[src/rtl/core/dkal_pkg.sv]
// dkal_pkg: shared constants, codes and types of the device key allow list.
// No dependencies; compiled first.
package dkal_pkg;

  localparam int TABLE_ENTRIES = 64;
  localparam int IDX_W         = $clog2(TABLE_ENTRIES);
  localparam int CNT_W         = IDX_W + 1;

  localparam int KIND_W   = 3;
  localparam int KEY_W    = 64;
  localparam int LEN_W    = 8;
  localparam int SLOT_W   = 8;
  localparam int STATUS_W = 3;
  localparam int FSLOT_W  = 6;
  localparam int LIVE_W   = 7;
  localparam int CMP_W    = ((SLOT_W > CNT_W) ? SLOT_W : CNT_W) + 1;

  localparam logic [LEN_W-1:0] KEY_BYTES = LEN_W'(8);

  typedef enum logic [KIND_W-1:0] {
    KIND_ADD   = 3'd0,
    KIND_DEL   = 3'd1,
    KIND_FIND  = 3'd2,
    KIND_GET   = 3'd3,
    KIND_WIPE  = 3'd4,
    KIND_COUNT = 3'd5
  } kind_e;

  typedef enum logic [STATUS_W-1:0] {
    ST_OK      = 3'd0,
    ST_DUP     = 3'd1,
    ST_FULL    = 3'd2,
    ST_MISSING = 3'd3,
    ST_BADLEN  = 3'd4
  } status_e;

  typedef enum logic [2:0] {
    S_IDLE,
    S_SCAN,
    S_MOVE_RD,
    S_MOVE_WR,
    S_GET_RD,
    S_GET_DN,
    S_RESP
  } state_e;

  typedef struct packed {
    logic [KIND_W-1:0] kind;
    logic [KEY_W-1:0]  key;
    logic [LEN_W-1:0]  key_length;
    logic [SLOT_W-1:0] slot;
  } in_item_t;

  typedef struct packed {
    status_e            status;
    logic [FSLOT_W-1:0] slot;
    logic [KEY_W-1:0]   key;
  } res_t;

  typedef struct packed {
    logic             we;
    logic [IDX_W-1:0] waddr;
    logic [KEY_W-1:0] wdata;
    logic [IDX_W-1:0] raddr;
  } mem_req_t;

endpackage

[src/rtl/core/dkal_key_mem.sv]
// dkal_key_mem: key store, one write and one registered read port.
// Depends on dkal_pkg.
module dkal_key_mem import dkal_pkg::*; (
  input  logic             clk_i,
  input  mem_req_t         req_i,
  output logic [KEY_W-1:0] rdata_o
);

  logic [KEY_W-1:0] mem [TABLE_ENTRIES];
  logic [KEY_W-1:0] rdata_q;

  always_ff @(posedge clk_i) begin
    if (req_i.we) begin
      mem[req_i.waddr] <= req_i.wdata;
    end
    rdata_q <= mem[req_i.raddr];
  end

  assign rdata_o = rdata_q;

endmodule

[config.mk]
export PLATFORM = sky130hd
export DESIGN_NAME = dkal_key_mem
export DESIGN_NICKNAME = d
export VERILOG_FILES = /design/src/rtl/core/dkal_pkg.sv /design/src/rtl/core/dkal_key_mem.sv
export SDC_FILE = /design/constraint.sdc
export NUM_CORES = 2
export LEC_CHECK = 0
export BUFFER_PORTS_ARGS = -buffer_cell sky130_fd_sc_hd__buf_4
export CORE_ASPECT_RATIO = 1.4
export CORE_UTILIZATION = 45
export CTS_BUF_LIST = sky130_fd_sc_hd__clkbuf_8
export DETAILED_ROUTE_END_ITERATION = 16
export PLACE_DENSITY = 0.64
export SYNTH_ARGS = -nofsm -noshare
export SYNTH_HDL_FRONTEND = slang
export SYNTH_SLANG_ARGS = --single-unit
export TNS_END_PERCENT = 1
[constraint.sdc]
create_clock -name clk_i -period 14.45 [get_ports clk_i]
set_clock_uncertainty 0.1 [all_clocks]
set_input_delay 1.445 -clock clk_i [delete_from_list [all_inputs] [get_ports clk_i]]
set_output_delay 1.445 -clock clk_i [all_outputs]
set_load 0.005 [all_outputs]
Word level (Yosys, flattened, before mapping). Memories as Yosys holds them, arrays and structs flattened. A register that Yosys moved wholly into a read port is not among the register bits. Index checks and enable logic that the tools add are counted.

Flip-flop bits (word level): 0. Output and inout port bits: 64. Bits of input ports: 78. Word-level logic and storage cells: 3. Memories kept: 1. Bits in writable memories: 4096.

Memories: mem (words 64, bits a word 64, read ports 1, clocked after memory_dff 1, wr ports 1, line dkal_key_mem.sv:9) `logic [KEY_W-1:0] mem [TABLE_ENTRIES];`.

Muxes and demuxes: 2.

Operator list (number): 1-bit 2-to-1 mux (2).

Depth between registers and ports, before layout.
Depth in word-level cells: 2. Gate-level depth with buffers: 9. Gate-level depth less buffers: 5.

Least setup slack after synthesis. Ideal clock, no wire load.

Path kind: input -> register. From: in req_i[73] (netlist bit). To: mem mem[48][0], enable pin. Path buffers: 1. Path slack: 7.469 ns. Arrival: 6.317 ns. Setup time: 0.564 ns. Stages: 4. Data required time: 13.786 ns. Cells stage by stage: clkbuf_1 nor2b_1 nand4b_1 nor3_1.

RTL lines: from (decl) (line dkal_key_mem.sv:5) `input mem_req_t req_i,`; to (decl) (line dkal_key_mem.sv:9).

No word-level cell before the write port.

==> summary.md <==
| Metric | Value |
|---|---|
| Status | `finished, final reports clean` |
| Post-CTS Setup Bufs | `0` |
| Simple-Gate Fraction of Synth Area | `roughly 1.2%` |
| Crit. Startpoint | `req_i[1]` |
| Post-synth EDFFs | `4,096` |
| Min-Delay Path Class | `register to register` |
| CP endpoint | `rdata_o[16]` |
| Resized cells post-CTS | `0` |
| F_max | `199.6 MHz` |
| Area contributors post-synth | `edfxtp_1 (79%), mux4_2 (15%), mux2i_1 (0.86%)` |
| DRT iter0 DRCs | `between 10,000 and 15,000` |
| Post-Syn Area | `about 0.16 mm²` |
| Routed WL | `roughly 440 mm` |
| HPWL after DPL | `around 230 mm` |
| Fill cells | `approximately 27,000` |
| Clock root buffer | `clkbuf_8` |
| Post-synthesis mux area share | `approximately 16%` |
| Port Buf Inserts | `141` |
| Reg2reg end | `rdata_o[26]` |
| Post-synthesis compound-gate area fraction | `around 2.5%` |
| Final ANT Viol Nets | `0` |
| Setup crit end kind | `register` |
| Dominant synthesized flop cell | `edfxtp_1` |
| DRC errors left | `0` |
| Post-Syn Instances | `6,598` |
| Final nets | `roughly 7,200` |
| All-Layer GR Usage | `25.25%` |
| Clock Pin Slew Worst Setup and Hold Paths | `roughly 0.060 ns` |
| Max-Cap Viols | `0` |
| Setup TNS | `0 ns` |
| CTS tree | `done` |
| First-pass GRT wire length | `~610 mm` |
| Finished Core Util | `between 50% and 60%` |
| CTS Buf Count | `roughly 610` |
| Register area | `0.1243 mm²` |
| Crit-path most repeated cell | `buf_4` |
| Min Hold Slack | `0.6685 ns` |
| Seq/Total Area, Yosys | `between 70% and 80%` |
| Ys async rst share | `0%` |
| Synth Register Bits | `around 4,200` |
| Leakage dissipation | `roughly 55 nW` |
| Minimum clock period | `5.010 ns` |
| Setup Crit Path Kind | `input pin to register` |
| Critical Path Start Type | `input pin` |
| Worst Hold Depth | `4` |
| Slew margin rel. | `under 10%` |
| Area of the multi-input gates | `roughly 0.031 mm²` |
| Total number of H-tree levels | `6` |
| Wire per inst | `about 36 µm` |
| Die H | `~700 µm` |
| Power density over the cells | `133.6 mW/mm²` |
| RSZ-0062 raised after global routing | `no` |
| Post-Syn Nets | `around 6,700` |
| Site row count | `255` |
| Worst Tran Pin Value | `1.463 ns` |
| Initial core utilization | `between 40% and 50%` |
| Reg-to-Reg Start | `mem[8][26]` |
| Via/cell ratio | `~6.2` |
| Final Hold Viols | `0` |
| Cells on worst reg2reg path | `5` |
| Largest stage delay on the critical path | `about 0.82 ns` |
| Synth warn | `0` |
| Yosys top cell by area | `edfxtp_1` |
| Final period utilization | `a little over a third` |
| Clk_lat worst skew | `~1.1 ns` |
| Cts hold-fix bufs | `0` |
| Maximum VDD drop | `around 0.000085 V` |
| Share of cells above drive strength 1 | `around 30%` |
| Crit-path max FO | `a little under 90` |
| Num ports | `~140` |
| Area growth, synth to finish | `11.77%` |
| Vias in the first global route | `roughly 78,000` |
| Clock Sinks | `about 4,200` |
| Xor/xnor share of the synthesized area | `0%` |
| GP Congestion | `just under 0.8` |
| Worst Path Required | `15.35 ns` |
| Max-slew violations | `0` |
| Post-synth top area share | `between 70% and 80%` |
| Initial antenna violation count | `31` |
| Arr. time, crit path | `between 5 and 6 ns` |
| Worst path slowest cell | `buf_4` |
| Reg2Reg Setup Slack | `between 10 and 15 ns` |
| Synth Area per Inst | `23.70 µm²` |
| Iteration count of the initial detailed-routing pass | `5` |
| Critical path cell sequence | `buf_8 -> buf_4 -> buf_4 -> buf_4 -> mux4_2 -> nor2b_1 -> a211oi_1 -> o22ai_1 -> and3_1` |
| Area share of fa/ha/maj cells after synthesis | `0%` |
| Die area | `0.3498 mm²` |
| Via count | `around 77,000` |
| Max Root-Sink Buffers | `4` |
| Total grt overflow | `0` |
| Cell variety after synth | `33` |
| Largest net degree at the start of global routing | `roughly 110` |
| Core area | `0.3452 mm²` |
| Largest family of logic cells by synthesized area | `multiplexers` |
| Die X | `roughly 500 µm` |
| Setup violators final | `0` |
-- cells by family after synthesis --
kind of cell,after synthesis
flops,4160
mux,1159
compound gates,504
buf+inv,389
simple gates,386
-- layout make-up --
class / instances / area share [%]
sequential: 4160 / 71.12
multi-input combinational: 2049 / 17.62
clock buffer: 636 / 5.009
tap: 4626 / 3.312
timing repair buffer: 336 / 1.542
clock inverter: 441 / 1.330
inverter: 19 / 0.04081
antenna: 20 / 0.02864
-- cell usage after synthesis (2+ instances only) --
cell          n
a211oi_1     63
a22o_1       88
a22oi_1     168
a2bb2oi_1    19
a31oi_1      18
a41oi_1      26
and2_1        3
and3_1       64
buf_1        20
buf_2       170
buf_4        34
buf_6         6
clkbuf_1    140
dfxtp_1      64
edfxtp_1   4096
inv_1        19
mux2i_1     135
mux4_2     1024
nand2_1      58
nand2b_1     11
nand3_1      45
nand3b_1      2
nand4_1       2
nor2_1      112
nor2b_1      28
nor3_1        2
o221ai_1     38
o22ai_1      83
or2_2        28
or3_1        29
-- sequential cells by signal, indices dropped and copies added, names as in the netlist --
register and cells:
mem 4096, rdata_o 64
-- worst max-delay path: cells and delay by family --
| family | cells | cell delay (ns) |
|---|---|---|
| compound gates | 2 | 0.63 |
| buf+inv | 4 | 2.80 |
| mux | 1 | 0.42 |
| simple gates | 2 | 0.40 |
-- where the power goes --
part | total [mW] | switching (mW) | internal, mW
clock | 8.82 | 4.48 | 4.34
combinational | 1.11 | 0.684 | 0.426
sequential | 13.4 | 0.0597 | 13.4
-- cells in the final DEF (no fill, tap or decap), drive strengths merged, types with 3 or more instances in the layout --
cell type / Yosys / routed
a22o: 88 / 88
nor2: 112 / 112
a22oi: 168 / 168
edfxtp: 4096 / 4096
nand2: 58 / 58
and2: 3 / 3
clkbuf: 140 / 636
diode: 0 / 20
nand2b: 11 / 11
inv: 19 / 230
mux2i: 135 / 135
o221ai: 38 / 38
mux4: 1024 / 1024
nand3: 45 / 45
or2: 28 / 28
o22ai: 83 / 83
clkinvlp: 0 / 19
a211oi: 63 / 63
dfxtp: 64 / 64
a31oi: 18 / 18
buf: 230 / 336
a41oi: 26 / 26
nor2b: 28 / 28
clkinv: 0 / 197
or3: 29 / 29
and3: 64 / 64
a2bb2oi: 19 / 19
bufinv: 0 / 14
-- worst min-delay path by stage --
stage                            from           to
after floorplan           mem[30][61]  rdata_o[61]
after CTS                 mem[44][63]  rdata_o[63]
after detailed placement  mem[44][63]  rdata_o[63]
final                     mem[46][63]  rdata_o[63]
after global routing      mem[44][63]  rdata_o[63]
after global placement    mem[39][34]  rdata_o[34]
-- through the flow --
| step | cells | worst slack, ns | instance area (µm²) | power (mW) |
|---|---|---|---|---|
| after global placement | 11190 | 8.290 | 163600 | 14.77 |
| final | 12290 | 9.440 | 174800 | 23.35 |
| after floorplan | 6598 | 7.469 | 156300 | 14.26 |
| after CTS | 12270 | 9.453 | 174700 | 23.51 |
| after detailed placement | 11190 | 8.255 | 163600 | 14.80 |
| after global routing | 12280 | 9.198 | 174700 | 24.03 |
-- layer usage --
layer  wire length (µm)  global-route usage, %  vias up
li1                   -                      -    29700
met1             160300                  32.70    41890
met2             222700                  41.99     4145
met3              39860                  4.525      868
met4              19350                  10.75       14
met5                 83                      0        -
Note: power is estimated with default switching activity, not from simulation.
