`src/rtl/core/dkal_pkg.sv`:
```
// dkal_pkg: shared constants, codes and types of the device key allow list.
// No dependencies; compiled first.
package dkal_pkg;

  localparam int TABLE_ENTRIES = 64;
  localparam int IDX_W         = $clog2(TABLE_ENTRIES);
  localparam int CNT_W         = IDX_W + 1;

  localparam int KIND_W   = 3;
  localparam int KEY_W    = 64;
  localparam int LEN_W    = 8;
  localparam int SLOT_W   = 8;
  localparam int STATUS_W = 3;
  localparam int FSLOT_W  = 6;
  localparam int LIVE_W   = 7;
  localparam int CMP_W    = ((SLOT_W > CNT_W) ? SLOT_W : CNT_W) + 1;

  localparam logic [LEN_W-1:0] KEY_BYTES = LEN_W'(8);

  typedef enum logic [KIND_W-1:0] {
    KIND_ADD   = 3'd0,
    KIND_DEL   = 3'd1,
    KIND_FIND  = 3'd2,
    KIND_GET   = 3'd3,
    KIND_WIPE  = 3'd4,
    KIND_COUNT = 3'd5
  } kind_e;

  typedef enum logic [STATUS_W-1:0] {
    ST_OK      = 3'd0,
    ST_DUP     = 3'd1,
    ST_FULL    = 3'd2,
    ST_MISSING = 3'd3,
    ST_BADLEN  = 3'd4
  } status_e;

  typedef enum logic [2:0] {
    S_IDLE,
    S_SCAN,
    S_MOVE_RD,
    S_MOVE_WR,
    S_GET_RD,
    S_GET_DN,
    S_RESP
  } state_e;

  typedef struct packed {
    logic [KIND_W-1:0] kind;
    logic [KEY_W-1:0]  key;
    logic [LEN_W-1:0]  key_length;
    logic [SLOT_W-1:0] slot;
  } in_item_t;

  typedef struct packed {
    status_e            status;
    logic [FSLOT_W-1:0] slot;
    logic [KEY_W-1:0]   key;
  } res_t;

  typedef struct packed {
    logic             we;
    logic [IDX_W-1:0] waddr;
    logic [KEY_W-1:0] wdata;
    logic [IDX_W-1:0] raddr;
  } mem_req_t;

endpackage

```
`src/rtl/core/dkal_seq.sv`:
```
// dkal_seq: operation sequencer with the shared 64-bit key comparator.
// Depends on dkal_pkg; drives the key memory port of dkal_key_mem.
module dkal_seq import dkal_pkg::*; (
  input  logic             clk_i,
  input  logic             rst_ni,
  input  logic             in_valid_i,
  input  in_item_t         in_item_i,
  output logic             in_ready_o,
  output logic             res_valid_o,
  output res_t             res_o,
  input  logic             res_take_i,
  output logic [CNT_W-1:0] count_o,
  output mem_req_t         mem_req_o,
  input  logic [KEY_W-1:0] mem_rdata_i
);

  state_e            state_q, state_d;
  kind_e             op_q, op_d;
  logic [KEY_W-1:0]  key_q, key_d;
  logic [SLOT_W-1:0] slot_q, slot_d;
  logic [CNT_W-1:0]  idx_q, idx_d;
  logic [IDX_W-1:0]  cidx_q, cidx_d;
  logic [IDX_W-1:0]  hit_q, hit_d;
  logic              pend_q, pend_d;
  logic [CNT_W-1:0]  count_q, count_d;
  res_t              res_q, res_d;
  logic              in_fire;
  logic              hit;
  logic [CNT_W-1:0]  last;

  assign in_fire = in_valid_i && (state_q == S_IDLE);
  assign hit     = pend_q && (mem_rdata_i == key_q);
  assign last    = count_q - CNT_W'(1);

  always_ff @(posedge clk_i or negedge rst_ni) begin
    if (!rst_ni) begin
      state_q <= S_IDLE;
      count_q <= '0;
      pend_q  <= 1'b0;
    end else begin
      state_q <= state_d;
      count_q <= count_d;
      pend_q  <= pend_d;
    end
  end

  always_ff @(posedge clk_i) begin
    op_q   <= op_d;
    key_q  <= key_d;
    slot_q <= slot_d;
    idx_q  <= idx_d;
    cidx_q <= cidx_d;
    hit_q  <= hit_d;
    res_q  <= res_d;
  end

  always_comb begin
    state_d   = state_q;
    op_d      = op_q;
    key_d     = key_q;
    slot_d    = slot_q;
    idx_d     = idx_q;
    cidx_d    = cidx_q;
    hit_d     = hit_q;
    pend_d    = 1'b0;
    count_d   = count_q;
    res_d     = res_q;
    mem_req_o = '{we: 1'b0, waddr: count_q[IDX_W-1:0], wdata: key_q,
                  raddr: idx_q[IDX_W-1:0]};

    unique case (state_q)
      S_IDLE: begin
        if (in_fire) begin
          res_d   = '{status: ST_OK, slot: '0, key: '0};
          state_d = S_RESP;
          key_d   = in_item_i.key;
          slot_d  = in_item_i.slot;
          unique case (in_item_i.kind)
            KIND_ADD, KIND_DEL, KIND_FIND: begin
              op_d = kind_e'(in_item_i.kind);
              if (in_item_i.key_length != KEY_BYTES) begin
                res_d.status = ST_BADLEN;
              end else begin
                idx_d   = '0;
                state_d = S_SCAN;
              end
            end
            KIND_GET: begin
              if (CMP_W'(in_item_i.slot) < CMP_W'(count_q)) begin
                state_d = S_GET_RD;
              end else begin
                res_d.status = ST_MISSING;
              end
            end
            KIND_WIPE: count_d = '0;
            default: ;
          endcase
        end
      end

      S_SCAN: begin
        if (hit) begin
          state_d   = S_RESP;
          res_d.slot = FSLOT_W'(cidx_q);
          unique case (op_q)
            KIND_ADD: res_d.status = ST_DUP;
            KIND_DEL: begin
              hit_d = cidx_q;
              if (CNT_W'(cidx_q) == last) begin
                count_d = last;
              end else begin
                state_d = S_MOVE_RD;
              end
              res_d.slot = '0;
            end
            default: ;
          endcase
        end else if (idx_q == count_q) begin
          state_d = S_RESP;
          if (op_q == KIND_ADD) begin
            if (count_q == CNT_W'(TABLE_ENTRIES)) begin
              res_d.status = ST_FULL;
            end else begin
              mem_req_o.we = 1'b1;
              count_d      = count_q + CNT_W'(1);
              res_d.slot   = FSLOT_W'(count_q[IDX_W-1:0]);
            end
          end else begin
            res_d.status = ST_MISSING;
          end
        end else begin
          cidx_d = idx_q[IDX_W-1:0];
          idx_d  = idx_q + CNT_W'(1);
          pend_d = 1'b1;
        end
      end

      S_MOVE_RD: begin
        mem_req_o.raddr = last[IDX_W-1:0];
        state_d         = S_MOVE_WR;
      end

      S_MOVE_WR: begin
        mem_req_o.we    = 1'b1;
        mem_req_o.waddr = hit_q;
        mem_req_o.wdata = mem_rdata_i;
        count_d         = last;
        state_d         = S_RESP;
      end

      S_GET_RD: begin
        mem_req_o.raddr = IDX_W'(slot_q);
        state_d         = S_GET_DN;
      end

      S_GET_DN: begin
        res_d.key = mem_rdata_i;
        state_d   = S_RESP;
      end

      S_RESP: begin
        if (res_take_i) begin
          state_d = S_IDLE;
        end
      end

      default: state_d = S_IDLE;
    endcase
  end

  assign in_ready_o  = (state_q == S_IDLE);
  assign res_valid_o = (state_q == S_RESP);
  assign res_o       = res_q;
  assign count_o     = count_q;

endmodule
```
`config.mk`:
```
export PLATFORM = sky130hd
export DESIGN_NAME = dkal_seq
export DESIGN_NICKNAME = d
export VERILOG_FILES = /design/src/rtl/core/dkal_pkg.sv /design/src/rtl/core/dkal_seq.sv
export SDC_FILE = /design/constraint.sdc
export NUM_CORES = 1
export LEC_CHECK = 0
export ABC_CLOCK_PERIOD_IN_PS = 4150
export BUFFER_PORTS_ARGS = -buffer_cell sky130_fd_sc_hd__buf_2
export CORE_UTILIZATION = 50
export DETAILED_ROUTE_END_ITERATION = 12
export PLACE_DENSITY = 0.89
export SYNTH_ARGS = -nofsm -noshare
export SYNTH_HDL_FRONTEND = slang
export SYNTH_SLANG_ARGS = --single-unit
export TNS_END_PERCENT = 1
```
`constraint.sdc`:
```
create_clock -name clk_i -period 4.15 [get_ports clk_i]
set_input_delay 1.0375 -clock clk_i [delete_from_list [all_inputs] [get_ports clk_i]]
set_output_delay 1.0375 -clock clk_i [all_outputs]
set_load 0.02 [all_outputs]
```
==> Word level (Yosys, flattened, before mapping) <==
Cells that the tools add are included.
{ "word_totals": {"regBits": 176, "output_inout_bits": 159} }
{ "op_classes": {"n_lt_le_gt_ge": 1, "muxes": 49, "n_addsub": 3, "reduce_logical": 20, "n_eq_ne": 30, "bitwise": 2} }
{ "ops": {"columns": ["operator", "count"], "rows": [
  ["$pmux 64 s2", 1],
  ["$mux 7", 13],
  ["$mux 73", 1],
  ["$mux 70", 1],
  ["$eq 64x64->1", 1],
  ["$mux 3", 11],
  ["$pmux 7 s3", 1],
  ["$mux 6", 3],
  ["$mux 9", 2],
  ["$pmux 3 s6", 1],
  ["$pmux 9 s2", 1],
  ["$ne 3x3->1 const B", 5],
  ["$add 7x1->7 const B", 2],
  ["$pmux 7 s2", 1],
  ["$eq 3x2->1 const B", 4],
  ["$eq 3x3->1 const B", 4],
  ["$pmux 3 s2", 2],
  ["$pmux 6 s2", 1],
  ["$reduce_and 3->1", 4],
  ["$reduce_and 5->1", 2],
  ["$eq 3x1->1 const B", 3],
  ["$logic_not 3->1", 3],
  ["$lt 8x7->1", 1],
  ["$ne 2x1->1 const B", 4],
  ["other kinds (20)", 33]
]} }

==> Depth between registers and ports, before layout <==
{ "logic_depth": {"ltp_word": 6, "depth_mapped": 11, "ltp_nobuf": 10} }

==> Worst setup path before layout <==
No wires, ideal clock.
{ "synth_timing": {"path_type": "input-to-output", "start": "in mem_rdata_i[23]", "end": "out mem_req_o[76] (netlist name)", "path_buffers": 1, "cell_stages": 9, "path_slack_ns": 0.452, "t_required_ns": 3.113, "arrival_time_ns": 2.661, "path_cell_list": "nor2b_1 -> a2111oi_0 -> and4_1 -> and4_1 -> and2_1 -> buf_2 -> nor2_1 -> inv_1 -> o21ai_0"} }
{ "synth_lines": {"columns": ["element", "line_no", "text"], "rows": [
  ["start: declaration", "dkal_seq.sv:14", "input logic [KEY_W-1:0] mem_rdata_i"],
  ["end: declaration", "dkal_seq.sv:13", "output mem_req_t mem_req_o,"]
]} }

==> out/summary.md <==
• Power Dens Cells: 695.3 mW/mm^2
• Floorplan Core Area: 0.01748 mm^2
• cell breakdown of the critical path: buf_2 > xor2_1 > nor4_1 > nand4_1 > nor4_1 > buf_4 > and2_1 > nor2_1 > inv_1 > o21ai_0 > buf_2
• number of I/O pins: 310
• warning count from the yosys run: 0
• FF/Latch Area: 0.005230 mm^2
• Clock Tree Buf Depth: 2
• Post-synth ARST share: 6.250%
• total clock buffers created by CTS: 17
• number of antenna-violating nets in the routed design: 0
• fraction of final layout cells sized beyond drive strength 1: 42.08%
• CTS hold repair buffers: 0
• worst-skew pair later-pin latency: 0.43 ns
• count of input and output buffers: 309
• smallest hold slack: 0.4878 ns
• slew at the pin closest to its max-slew limit: 0.9735 ns
• number of post-CTS setup repair buffers: 0
• maximum number of pins on one net before global-route repair: 65
• syn_nets: 877
• cell type contributing the most total cell area after synthesis: sky130_fd_sc_hd__edfxtp_1
• unrepaired setup endpoints after global routing: no
• R2R Path Start: count_o[0]
• First DRT Iteration DRCs: 705
• post-DR wirelength/cell: 21.20 um
• share of total power in the clock network: 20.4%
• max-slew violation total from the final report: 0
• Overflow after GRT: 0
• footprint of the multi-input gates: 0.003602 mm^2
• Static Leak: 4.636 nW
• Final #Nets: 1184
• FILL cells: 1316
• min cycle time layout: 4.025 ns
• largest clock skew in the final design: 0.01001 ns
• Distinct cells, synth: 63
• via/cell ratio: 5.770
• count of standard-cell rows: 48
• kind of end point of the critical path: output port
• Max Freq: 248.4 MHz
• GRT Total Usage: 28.57%
• # Max-Cap Violations: 0
• number of sinks on the clock net: 176
• post-route setup TNS: 0 ns
• Reg power frac: 36.5%
• worst-case reg-to-reg path depth: 10
• width of the chip: 136.4 um
• capture point of the worst reg-to-reg path: count_o[5]
• final WL: 26780 um
• Critical Path Source: mem_rdata_i[20]
• count of endpoints failing hold in the final timing report: 0
• ratio of final minimum period to clock period: 96.99%
• setup slack after placement: 0.2024 ns
• delay contributed by the slowest stage of the critical path: 0.37 ns
• Worst Path Arrival: 2.99 ns
• max_slew headroom: 35.10%
• post-synth design cell area: 0.009032 mm^2
• die height: 136.4 um
• biggest fanout along the worst timing path: 4
• worst ir drop on vdd: 0.0005407 V
• effective utilization at floorplan: 51.68%
• classification of the worst-slack hold path: input port to async pin
• clock-pin slew reported for the worst setup and hold paths after clock tree synthesis: 0.07 ns
• Resized Gates After CTS: 0
• Mean Syn Cell Area: 12.62 um^2
• last weighted congestion value of the routability-driven placer: 0.9528
• area of the die: 0.01861 mm^2
• run status: completed
• number of levels the H-tree was split into: 4
• detailed-placement wirelength estimate: 19690 um
• leading register cell type out of synthesis: sky130_fd_sc_hd__edfxtp_1
• gate count after technology mapping: 716
• post-synth top area share: 54.86%
• routed via count: 7287
• EDFF count, synth: 165
• FF-to-FF setup slack: 0.96 ns
• number of storage elements in the synthesis netlist: 176
• net switching power: 3.257 mW
• post-layout worst setup margin: 0.1250 ns
• clock tree from TritonCTS: built
• antenna violations before repair: 3
• critical path class: input port to output port
• first-pass iteration count of the detailed router: 5
• Pint: 4.702 mW
• combinational group share of total power: 43.1%
• signed area change from the synthesized netlist to the final layout: 26.73%
• CTS root buffer: sky130_fd_sc_hd__clkbuf_16
• fraction of power spent switching nets: 40.92%
• fraction of the yosys area taken by sequential cells: 57.90%
• first-pass GRT wire length: 38900 um
• count of final setup violators: 0
• startpoint type of the worst setup path: input port
• Data required, critical path: 3.11 ns
• vias in the first global route: 6917
• Area contributors post-synth: sky130_fd_sc_hd__edfxtp_1 (55%), sky130_fd_sc_hd__mux2_2 (8.4%), sky130_fd_sc_hd__and2_1 (4.4%)
• cell at the slowest stage of the critical path: sky130_fd_sc_hd__nor4_1
• DRC: 0
## power by group through the flow
stage / registers (mW) / logic, mW / clock network (mW)
after floorplan: 3.21 / 1.95 / 0
after global placement: 2.91 / 3.33 / 0
after detailed placement: 2.93 / 3.39 / 0
after CTS: 2.90 / 3.41 / 1.64
after global routing: 2.94 / 3.63 / 1.71
final: 2.90 / 3.43 / 1.63
## registers in the layout, summed over array words and instances (netlist names)
name     flops
idx_q        7
slot_q       6
count_o      7
state_q      3
pend_q       1
hit_q        6
cidx_q       6
key_q       64
res_o       73
op_q         3
## per-layer routing
layer / GRT usage (%) / share of wire, %
met4: 9.012 / 2.3
met2: 48.17 / 50
met3: 5.742 / 7.6
met1: 36.81 / 40
met5: 0 / 0.049
## worst max-delay path by stage
stage / slack, ns / to / depth (start not counted)
final: 0.13 / mem_req_o[76] / 11
after global routing: 0.04 / mem_req_o[76] / 11
after CTS: 0.18 / mem_req_o[76] / 11
after detailed placement: 0.20 / mem_req_o[76] / 11
after global placement: 0.20 / mem_req_o[76] / 11
after floorplan: 0.45 / mem_req_o[76] / 9
## final cells by class
type | instances | share of cell area [%]
sequential | 176 | 45.69
multi-input combinational | 485 | 31.47
timing repair buffer | 321 | 14.52
clock buffer | 18 | 3.749
tap | 225 | 2.459
clock inverter | 14 | 1.355
inverter | 22 | 0.7214
antenna | 2 | 0.04372
## critical path, delay by kind of cell
family                    cells  cell delay, ns
buffers and inverters         4            0.60
xor gates and xnor gates      1            0.16
and+or+nand+nor               5            1.10
AOI/OAI and AO/OA             1            0.09
## cells in the final DEF (no fill, tap or decap), types with 6 or more instances in the layout
| master | instances |
|---|---|
| sky130_fd_sc_hd__a21oi_1 | 18 |
| sky130_fd_sc_hd__a31oi_1 | 7 |
| sky130_fd_sc_hd__and2_1 | 64 |
| sky130_fd_sc_hd__buf_2 | 309 |
| sky130_fd_sc_hd__buf_4 | 10 |
| sky130_fd_sc_hd__clkbuf_16 | 17 |
| sky130_fd_sc_hd__dfrtp_1 | 11 |
| sky130_fd_sc_hd__edfxtp_1 | 165 |
| sky130_fd_sc_hd__ha_1 | 10 |
| sky130_fd_sc_hd__inv_1 | 16 |
| sky130_fd_sc_hd__mux2_2 | 67 |
| sky130_fd_sc_hd__nand2_1 | 26 |
| sky130_fd_sc_hd__nand2b_1 | 22 |
| sky130_fd_sc_hd__nand3_1 | 6 |
| sky130_fd_sc_hd__nand4_1 | 22 |
| sky130_fd_sc_hd__nor2_1 | 41 |
| sky130_fd_sc_hd__nor2b_1 | 12 |
| sky130_fd_sc_hd__nor4_1 | 19 |
| sky130_fd_sc_hd__o21ai_0 | 9 |
| sky130_fd_sc_hd__o22a_1 | 6 |
| sky130_fd_sc_hd__o22ai_1 | 15 |
| sky130_fd_sc_hd__xnor2_1 | 45 |
| sky130_fd_sc_hd__xor2_1 | 29 |
## per-stage QoR
stage	std cells	power (mW)	instance area, um^2	utilization [%]
floorplan	716	5.165	9032	-
global placement	1229	6.233	10860	62.13
detailed placement	1229	6.314	10860	62.13
CTS	1261	7.951	11440	65.47
global route	1263	8.289	11450	65.50
finish	1263	7.959	11450	65.50
## Yosys cell counts (all sizes together), types with 3 or more instances
| master | n |
|---|---|
| edfxtp | 165 |
| mux2 | 67 |
| and2 | 64 |
| xnor2 | 45 |
| nor2 | 41 |
| xor2 | 29 |
| nand2 | 28 |
| clkbuf | 27 |
| nand4 | 23 |
| nand2b | 22 |
| inv | 21 |
| a21oi | 20 |
| nor4 | 20 |
| o22ai | 15 |
| nor2b | 12 |
| o21ai | 12 |
| dfrtp | 11 |
| ha | 10 |
| a31oi | 7 |
| nor3 | 7 |
| buf | 6 |
| nand3 | 6 |
| o22a | 6 |
| and3 | 5 |
| and4 | 5 |
| mux2i | 5 |
| a2111oi | 4 |
| or3 | 4 |
| o2111ai | 3 |
## cell families after synthesis
logic type,count (synthesis),synth area share (%)
simple gates,247,15.79
flops,176,57.90
compound gates,81,6.151
xor+xnor,75,7.425
mux,72,8.907
buf+inv,55,2.438
fa+ha+maj,10,1.385
(Power assumes the default switching activity.)
